<file path="src/rtl/core/abd_pkg.sv">
// Shared types and constants of the adaptive binary arithmetic decoder.
// Holds the command and state encodings and the parameter defaults.
// No dependencies.
package abd_pkg;

	localparam int unsigned NUM_CONTEXTS_DEF    = 256;
	localparam int unsigned PROB_SHIFT_DEF      = 13;
	localparam int unsigned MAX_TOTAL_DEF       = 8192;
	localparam int unsigned MIN_LENGTH_LOG2_DEF = 24;

	localparam int unsigned WORD_W      = 32;
	localparam int unsigned CMD_W       = 2;
	localparam int unsigned CTX_REQ_W   = 8;
	localparam int unsigned USED_W      = 3;
	localparam int unsigned PERIOD_W    = 7;
	localparam int unsigned PERIOD_INIT = 4;
	localparam int unsigned PERIOD_CAP  = 64;
	localparam int unsigned RECIP_W     = 32;

	localparam logic [WORD_W-1:0] FULL_LENGTH = 32'hFFFF_FFFF;
	localparam logic [USED_W-1:0] BYTES_LOAD  = 3'd4;

	typedef enum logic [CMD_W-1:0] {
		CMD_INIT    = 2'd0,
		CMD_RESTART = 2'd1,
		CMD_DECODE  = 2'd2,
		CMD_RESET   = 2'd3
	} cmd_t;

	typedef enum logic [2:0] {
		ST_CLEAR,
		ST_IDLE,
		ST_MUL,
		ST_DEC,
		ST_ADJ,
		ST_DIV,
		ST_PROB,
		ST_WB
	} state_t;

endpackage

</file>
<file path="src/rtl/core/abd_recip_div.sv">
// Radix-2 restoring divider computing 2^31 / divisor, one quotient bit per cycle.
// Depends on abd_pkg for the quotient width.
module abd_recip_div import abd_pkg::*; #(
	parameter int unsigned DIV_W = 14
) (
	input  logic               clk,
	input  logic               arst_n,
	input  logic               start,
	input  logic [DIV_W-1:0]   divisor,
	output logic               done,
	output logic [RECIP_W-1:0] quot
);

	localparam int unsigned CNT_W = $clog2(RECIP_W);
	localparam logic [CNT_W-1:0] CNT_TOP = CNT_W'(RECIP_W - 1);

	logic             busy_q;
	logic             done_q;
	logic [CNT_W-1:0] cnt_q;
	logic [DIV_W-1:0] div_q;
	logic [DIV_W-1:0] rem_q;
	logic [RECIP_W-1:0] quot_q;
	logic [DIV_W:0]   trial;
	logic [DIV_W:0]   diff;
	logic             fits;

	assign trial = {rem_q, cnt_q == CNT_TOP};
	assign diff  = trial - {1'b0, div_q};
	assign fits  = trial >= {1'b0, div_q};

	always_ff @(posedge clk or negedge arst_n) begin
		if (!arst_n) begin
			busy_q <= 1'b0;
			done_q <= 1'b0;
			cnt_q  <= '0;
		end else begin
			done_q <= 1'b0;
			if (start) begin
				busy_q <= 1'b1;
				cnt_q  <= CNT_TOP;
			end else if (busy_q) begin
				cnt_q <= cnt_q - CNT_W'(1);
				if (cnt_q == '0) begin
					busy_q <= 1'b0;
					done_q <= 1'b1;
				end
			end
		end
	end

	always_ff @(posedge clk) begin
		if (start) begin
			div_q <= divisor;
			rem_q <= '0;
		end else if (busy_q) begin
			rem_q  <= fits ? diff[DIV_W-1:0] : trial[DIV_W-1:0];
			quot_q <= {quot_q[RECIP_W-2:0], fits};
		end
	end

	assign done = done_q;
	assign quot = quot_q;

	a_start_idle: assert property (@(posedge clk) disable iff (!arst_n)
		start |-> !busy_q)
		else $error("divider started while busy");
	a_last_done: assert property (@(posedge clk) disable iff (!arst_n)
		busy_q && cnt_q == '0 && !start |=> done_q)
		else $error("divider finished without done");
	a_done_idle: assert property (@(posedge clk) disable iff (!arst_n)
		done_q |-> !busy_q)
		else $error("divider done while busy");

endmodule

</file>
<file path="config.mk">
export PLATFORM = sky130hd
export DESIGN_NAME = abd_recip_div
export DESIGN_NICKNAME = d
export VERILOG_FILES = /design/src/rtl/core/abd_pkg.sv /design/src/rtl/core/abd_recip_div.sv
export SDC_FILE = /design/constraint.sdc
export NUM_CORES = 1
export LEC_CHECK = 0
export BUFFER_PORTS_ARGS = -buffer_cell sky130_fd_sc_hd__buf_2
export CORE_MARGIN = 1
export CORE_UTILIZATION = 51
export CTS_CLUSTER_SIZE = 10
export DETAILED_ROUTE_END_ITERATION = 10
export GPL_TIMING_DRIVEN = 1
export PLACE_DENSITY = 0.82
export SETUP_SLACK_MARGIN = 0.2
export SYNTH_ARGS = -nofsm -noshare
export SYNTH_HDL_FRONTEND = slang
export SYNTH_SLANG_ARGS = --single-unit
</file>
<file path="constraint.sdc">
create_clock -name clk -period 2.5 [get_ports clk]
set_input_delay 0.375 -clock clk [delete_from_list [all_inputs] [get_ports clk]]
set_output_delay 0.375 -clock clk [all_outputs]
set_load 0.01 [all_outputs]
</file>
# Yosys cells after proc, flatten, opt, wreduce, memory -nomap -nowiden

Cells that the tools add are included.

Register bits: 67
Input bits: 17

Muxes and demuxes: 9
Order comparisons: 1
Equality and inequality tests: 1
Reduce and logical (&&, ||, !) cells: 3
Bitwise gates (word level): 1
$add $sub $neg: 2

Operator list:

| kind                                                               | number |
|---|---|
| 15-bit by 14-bit >= comparator with 1-bit output                   | 1 |
| 14-bit 2-to-1 mux                                                  | 1 |
| 14-bit subtractor                                                  | 1 |
| 5-bit 2-to-1 mux                                                   | 2 |
| 1-bit 2-to-1 mux                                                   | 6 |
| 5-bit equality test, second input constant                         | 1 |
| 5-bit logical NOT                                                  | 1 |
| 5-bit by 1-bit subtractor with 5-bit output, second input constant | 1 |
| 2-bit AND reduction                                                | 1 |
| 2-bit nonzero test                                                 | 1 |
| 1-bit NOT                                                          | 1 |

# Depth between registers and ports, before layout

Word-level depth: 4
Gate-level depth with buffers: 11

# Least setup slack after synthesis

Ideal clock, no wire load.

Path kind: flip-flop to flip-flop
From: register busy_q
To: register rem_q[11]
Clock period less this slack: 2.689 ns
Stages on the path, launching flop included: 5
Path slack: -0.189 ns
Path buffers: 1
Arrival time: 2.606 ns
Cell sequence: dfrtp_1 clkbuf_1 nor2b_1 nand2_1 o211ai_1

RTL lines:

| what                   | RTL line            | text |
|---|---|---|
| from (decl)            | abd_recip_div.sv:17 | `logic busy_q;` |
| from (signal assigned) | abd_recip_div.sv:33 | `busy_q <= 1'b0;` |
| from (signal assigned) | abd_recip_div.sv:39 | `busy_q <= 1'b1;` |
| from (signal assigned) | abd_recip_div.sv:44 | `busy_q <= 1'b0;` |
| to (signal assigned)   | abd_recip_div.sv:56 | `rem_q <= fits ? diff[DIV_W-1:0] : trial[DIV_W-1:0];` |
| to (decl)              | abd_recip_div.sv:21 | `logic [DIV_W-1:0] rem_q;` |

# Final worst setup path

From: register cnt_q[0]
To: register rem_q[0]

Word-level cells in the longest chain between the ends: 3
Elaborated cells on any way between the ends: 4

RTL lines:

| what                                                                                  | RTL line                                 | text |
|---|---|---|
| from (decl)                                                                           | abd_recip_div.sv:19                      | `logic [CNT_W-1:0] cnt_q;` |
| from (signal assigned)                                                                | abd_recip_div.sv:42                      | `cnt_q <= cnt_q - CNT_W'(1);` |
| 5-bit equality test *                                                                 | abd_recip_div.sv:27                      | `assign trial = {rem_q, cnt_q == CNT_TOP};` |
| 14-bit subtractor or 15-bit by 14-bit >= comparator with 1-bit output (tied branches) | abd_recip_div.sv:28, abd_recip_div.sv:29 |  |
| 14-bit 2-to-1 mux *                                                                   | abd_recip_div.sv:56                      |  |

Mark *: on every way between the ends. The rest lies on a longest branch, timed or not.
A chain may end at the register's enable or synchronous reset.

==> run_results.csv <==
group,metric,value,unit
floorplanning,dieArea,6440,sq um
place,gp_congestion,0.864,
critical_path,timing.rr.start,"cnt_q[0]$_DFFE_PN0P_",
finish,antenna_cells,0,
yosys,syn-num-nets,288,
clocking,clockBufferDepth,2,
min_path,min_path_cells,1,
critical_path,r2r-end,"rem_q[0]$_SDFFE_PP0P_",
finish,final_common_cell,"buf_2",
critical_path,crit_top_cell,"buf_6",
critical_path,reg2reg_depth,16,
place,dpl.hpwl,4.01,mm
min_path,worstHoldEndpoint,"div_q[8]$_DFFE_PP_",
timing,finalMaxSlewViolations,0,
flow_run,maxCapViolations,0,
power,p_per_area,657,nW/um^2
critical_path,crit_slowest_cell,"dfrtp_1",
yosys,synth_top_cell_by_area,"edfxtp_1",
critical_path,cpPeakStageDelay,0.37,ns
global_routing,grt_pass1_wl,9.89,mm
finish,design_area,4120,sq um
timing,hold_viol_final,0,
power,irDropWorstVdd,0.000493,V
critical_path,ff2ff_setup_slack,-0.02,ns
drt,avgViaCountPerCell,5.43,
finish,area_growth,31.9,%
drt,route.detailed.drc,0,
outcome,outcome,"finished, violations left",
timing,period_needed,2.52,ns
yosys,synth-seq-cells,67,
clocking,insertion_delay,0.35,ns
finish,drive_gt1_share,38.3,%
yosys,muxShareOfSynthArea,2.73,%
yosys,yosysTopAreaCellShare,44.2,%
clocking,cts_buffers,9,
floorplanning,pin_count,50,
timing,slew_headroom,34.0,%
yosys,synth_cell_types,48,
place,place_area,3540,sq um
yosys,ys_top_cells_by_area,"edfxtp_1 44%, dfxtp_1 9.0%, ha_1 7.2%",
floorplanning,die_w,80.2,microns
finish,layout.nets,376,
drt,wl_per_cell,15.6,microns
place,port_buffers,49,
timing,finalCritPeriodShare,101,%
drt,routed_wl,6.55,mm
floorplanning,rows,28,
timing,worst_slew_pin_slew,0.987,ns
yosys,seq_area_frac_synth,58.8,%
critical_path,critPathArrivalTime,2.78,ns
global_routing,grt-ovfl-total,0,
yosys,syn-instance-count,252,
timing,clock_skew,0.00564,ns
timing,rsz0062_at_grt,"true",
floorplanning,die_y,80.2,microns
critical_path,crit_fanout,2,
clocking,cts_tree,"done",
yosys,synth_ff_type,"edfxtp_1",
min_path,hold_start,"divisor[8]",
global_routing,grt_max_degree,37,
critical_path,worstSetupStartpointType,"flip-flop",
drt,first_pass_iters,4,
floorplanning,start_util,52.7,%
yosys,synthesis.area_per_instance,12.4,sq um
yosys,synth-simple-area-share,10.5,%
yosys,async_flop_share,10.4,%
clocking,root_buffer,"clkbuf_8",
yosys,yosysWarnings,0,
timing,fmax,397,MHz
critical_path,required,2.76,ns
min_path,hp-class,"input pin to flip-flop",
yosys,synth_top_family_by_area,"compound AO/OA/AOI/OAI gates",
timing,setup_viol,2,
yosys,synth_edf_count,46,
drt,drt_iter0_drc,129,
global_routing,antenna_found_initial,0,
global_routing,track_usage,20.7,%
critical_path,crit_type,"flip-flop to flip-flop",
drt,dr_total_vias,2280,
yosys,synth-compound-area-share,11.9,%
timing,holdWs,0.194,ns
clocking,clk_pin_slew,0.08,ns
finish,most-common-layout-cells,"49 x buf_2, 46 x edfxtp_1, 27 x buf_4",
floorplanning,core,5920,sq um
critical_path,path_cells,"ha_2 > nand4_1 > buf_4 > buf_6 > buf_6 > buf_6 > buf_6 > buf_6 > buf_6 > buf_6 > buf_6 > buf_6 > buf_6 > buf_6 > mux2_4 > a211oi_2",
outcome,violations,"negative setup slack",
drt,ant_nets,0,
power,leakage,1.74,nW
global_routing,grt_pass1_vias,2141,
critical_path,cp-end-kind,"flip-flop",
clocking,clock-sinks,67,
yosys,synth-adder-area-share,7.86,%
yosys,yosys.area_share.xor_xnor,4.21,%
clocking,htreeDepth,3,
yosys,syn_area,3120,sq um
timing,worst_slack,-0.0194,ns
worst max-delay path, delay by kind of cell, from the launching register on:
| kind | cells | cell delay [ns] |
|---|---|---|
| DFF | 1 | 0.37 |
| and+or+nand+nor | 1 | 0.11 |
| adders and majority gates | 1 | 0.18 |
| buffers and inverters | 12 | 1.28 |
| AOI/OAI and AO/OA | 1 | 0.22 |
| muxes | 1 | 0.27 |
Yosys cell counts, types with 3 or more instances:
master,n
edfxtp_1,46
ha_1,18
inv_1,17
nor2_1,15
dfxtp_1,14
nand2_1,13
a211oi_1,9
a21oi_1,8
clkbuf_1,8
nand2b_1,8
xnor2_1,8
dfrtp_1,7
mux2i_1,7
xor2_1,7
a21o_1,6
o21ai_0,6
nor3b_1,5
nand3_1,4
nor3_1,4
a31oi_1,3
buf_2,3
nand4_1,3
o31ai_1,3
routing by layer:
| metal | vias up | GRT usage [%] | routed length (microns) |
|---|---|---|---|
| met5 | - | 0 | 0 |
| met4 | 0 | 9.64 | 126 |
| met3 | 14 | 6.02 | 269 |
| met2 | 60 | 34.6 | 3320 |
| met1 | 1109 | 24.6 | 2830 |
| li1 | 1097 | - | - |
per-stage QoR:
stage / std cells / util (%) / power (mW) / setup slack, ns / TNS [ns]
2_1_floorplan: 252 / - / 1.46 / 0.0948 / 0
3_3_place_gp: 380 / 59.8 / 1.56 / 0.0198 / 0
3_5_place_dp: 380 / 59.8 / 1.57 / -0.0464 / -0.115
4_1_cts: 417 / 68.0 / 2.68 / 0.0642 / 0
5_1_grt: 420 / 69.6 / 2.81 / -0.112 / -0.873
6_report: 420 / 69.6 / 2.71 / -0.0194 / -0.0308
worst max path at each step:
stage	cells past startpoint	from	endpoint	slack [ns]
finish	16	cnt_q[0]$_DFFE_PN0P_	rem_q[0]$_SDFFE_PP0P_	-0.02
floorplan	11	cnt_q[0]$_DFFE_PN0P_	rem_q[10]$_SDFFE_PP0P_	0.09
CTS	11	cnt_q[0]$_DFFE_PN0P_	rem_q[10]$_SDFFE_PP0P_	0.06
detailed placement	11	cnt_q[1]$_DFFE_PN0P_	rem_q[10]$_SDFFE_PP0P_	-0.05
global placement	11	cnt_q[1]$_DFFE_PN0P_	rem_q[10]$_SDFFE_PP0P_	0.02
global route	16	cnt_q[0]$_DFFE_PN0P_	rem_q[0]$_SDFFE_PP0P_	-0.11
repair_timing:
action	in CTS	in global routing
setup endpoints to repair	14	15
pin swaps	9	17
setup buffers	20	3
hold buffers	1	0
cloned	0	0
resized for setup	24	15
hold endpoints to repair	7	0
state kept, by name (all words and copies together) (netlist names):
| name | flops |
|---|---|
| cnt_q | 5 |
| quot | 32 |
| rem_q | 14 |
| busy_q | 1 |
| done | 1 |
| div_q | 14 |
power by group:
part / internal (mW) / switching, mW / leakage [nW] / total, mW
clock network: 0.568 / 0.436 / 0.110 / 1.00
registers: 1.25 / 0.0266 / 0.635 / 1.27
logic: 0.219 / 0.210 / 0.992 / 0.429
total: 2.03 / 0.673 / 1.74 / 2.71
cell type report:
type	count	area, sq um
flip-flops and latches	67	1840
well taps	75	93.8
fillers	397	1800
repair buffers	90	604
clock buffers	9	124
clock inverters	7	98.8
multi-input cells	155	1300
inverters	17	63.8
cell families (layout without fill, tap and decap cells):
kind of cell             Yosys count  in the layout
AO/OA/AOI/OAI                     51             51
XOR/XNOR                          15             15
adder cells (fa/ha/maj)           19             19
buffers and inverters             30            123
flip-flops                        67             67
multiplexers                       8              8
AND/OR/NAND/NOR                   62             62
(Power assumes the default switching activity.)
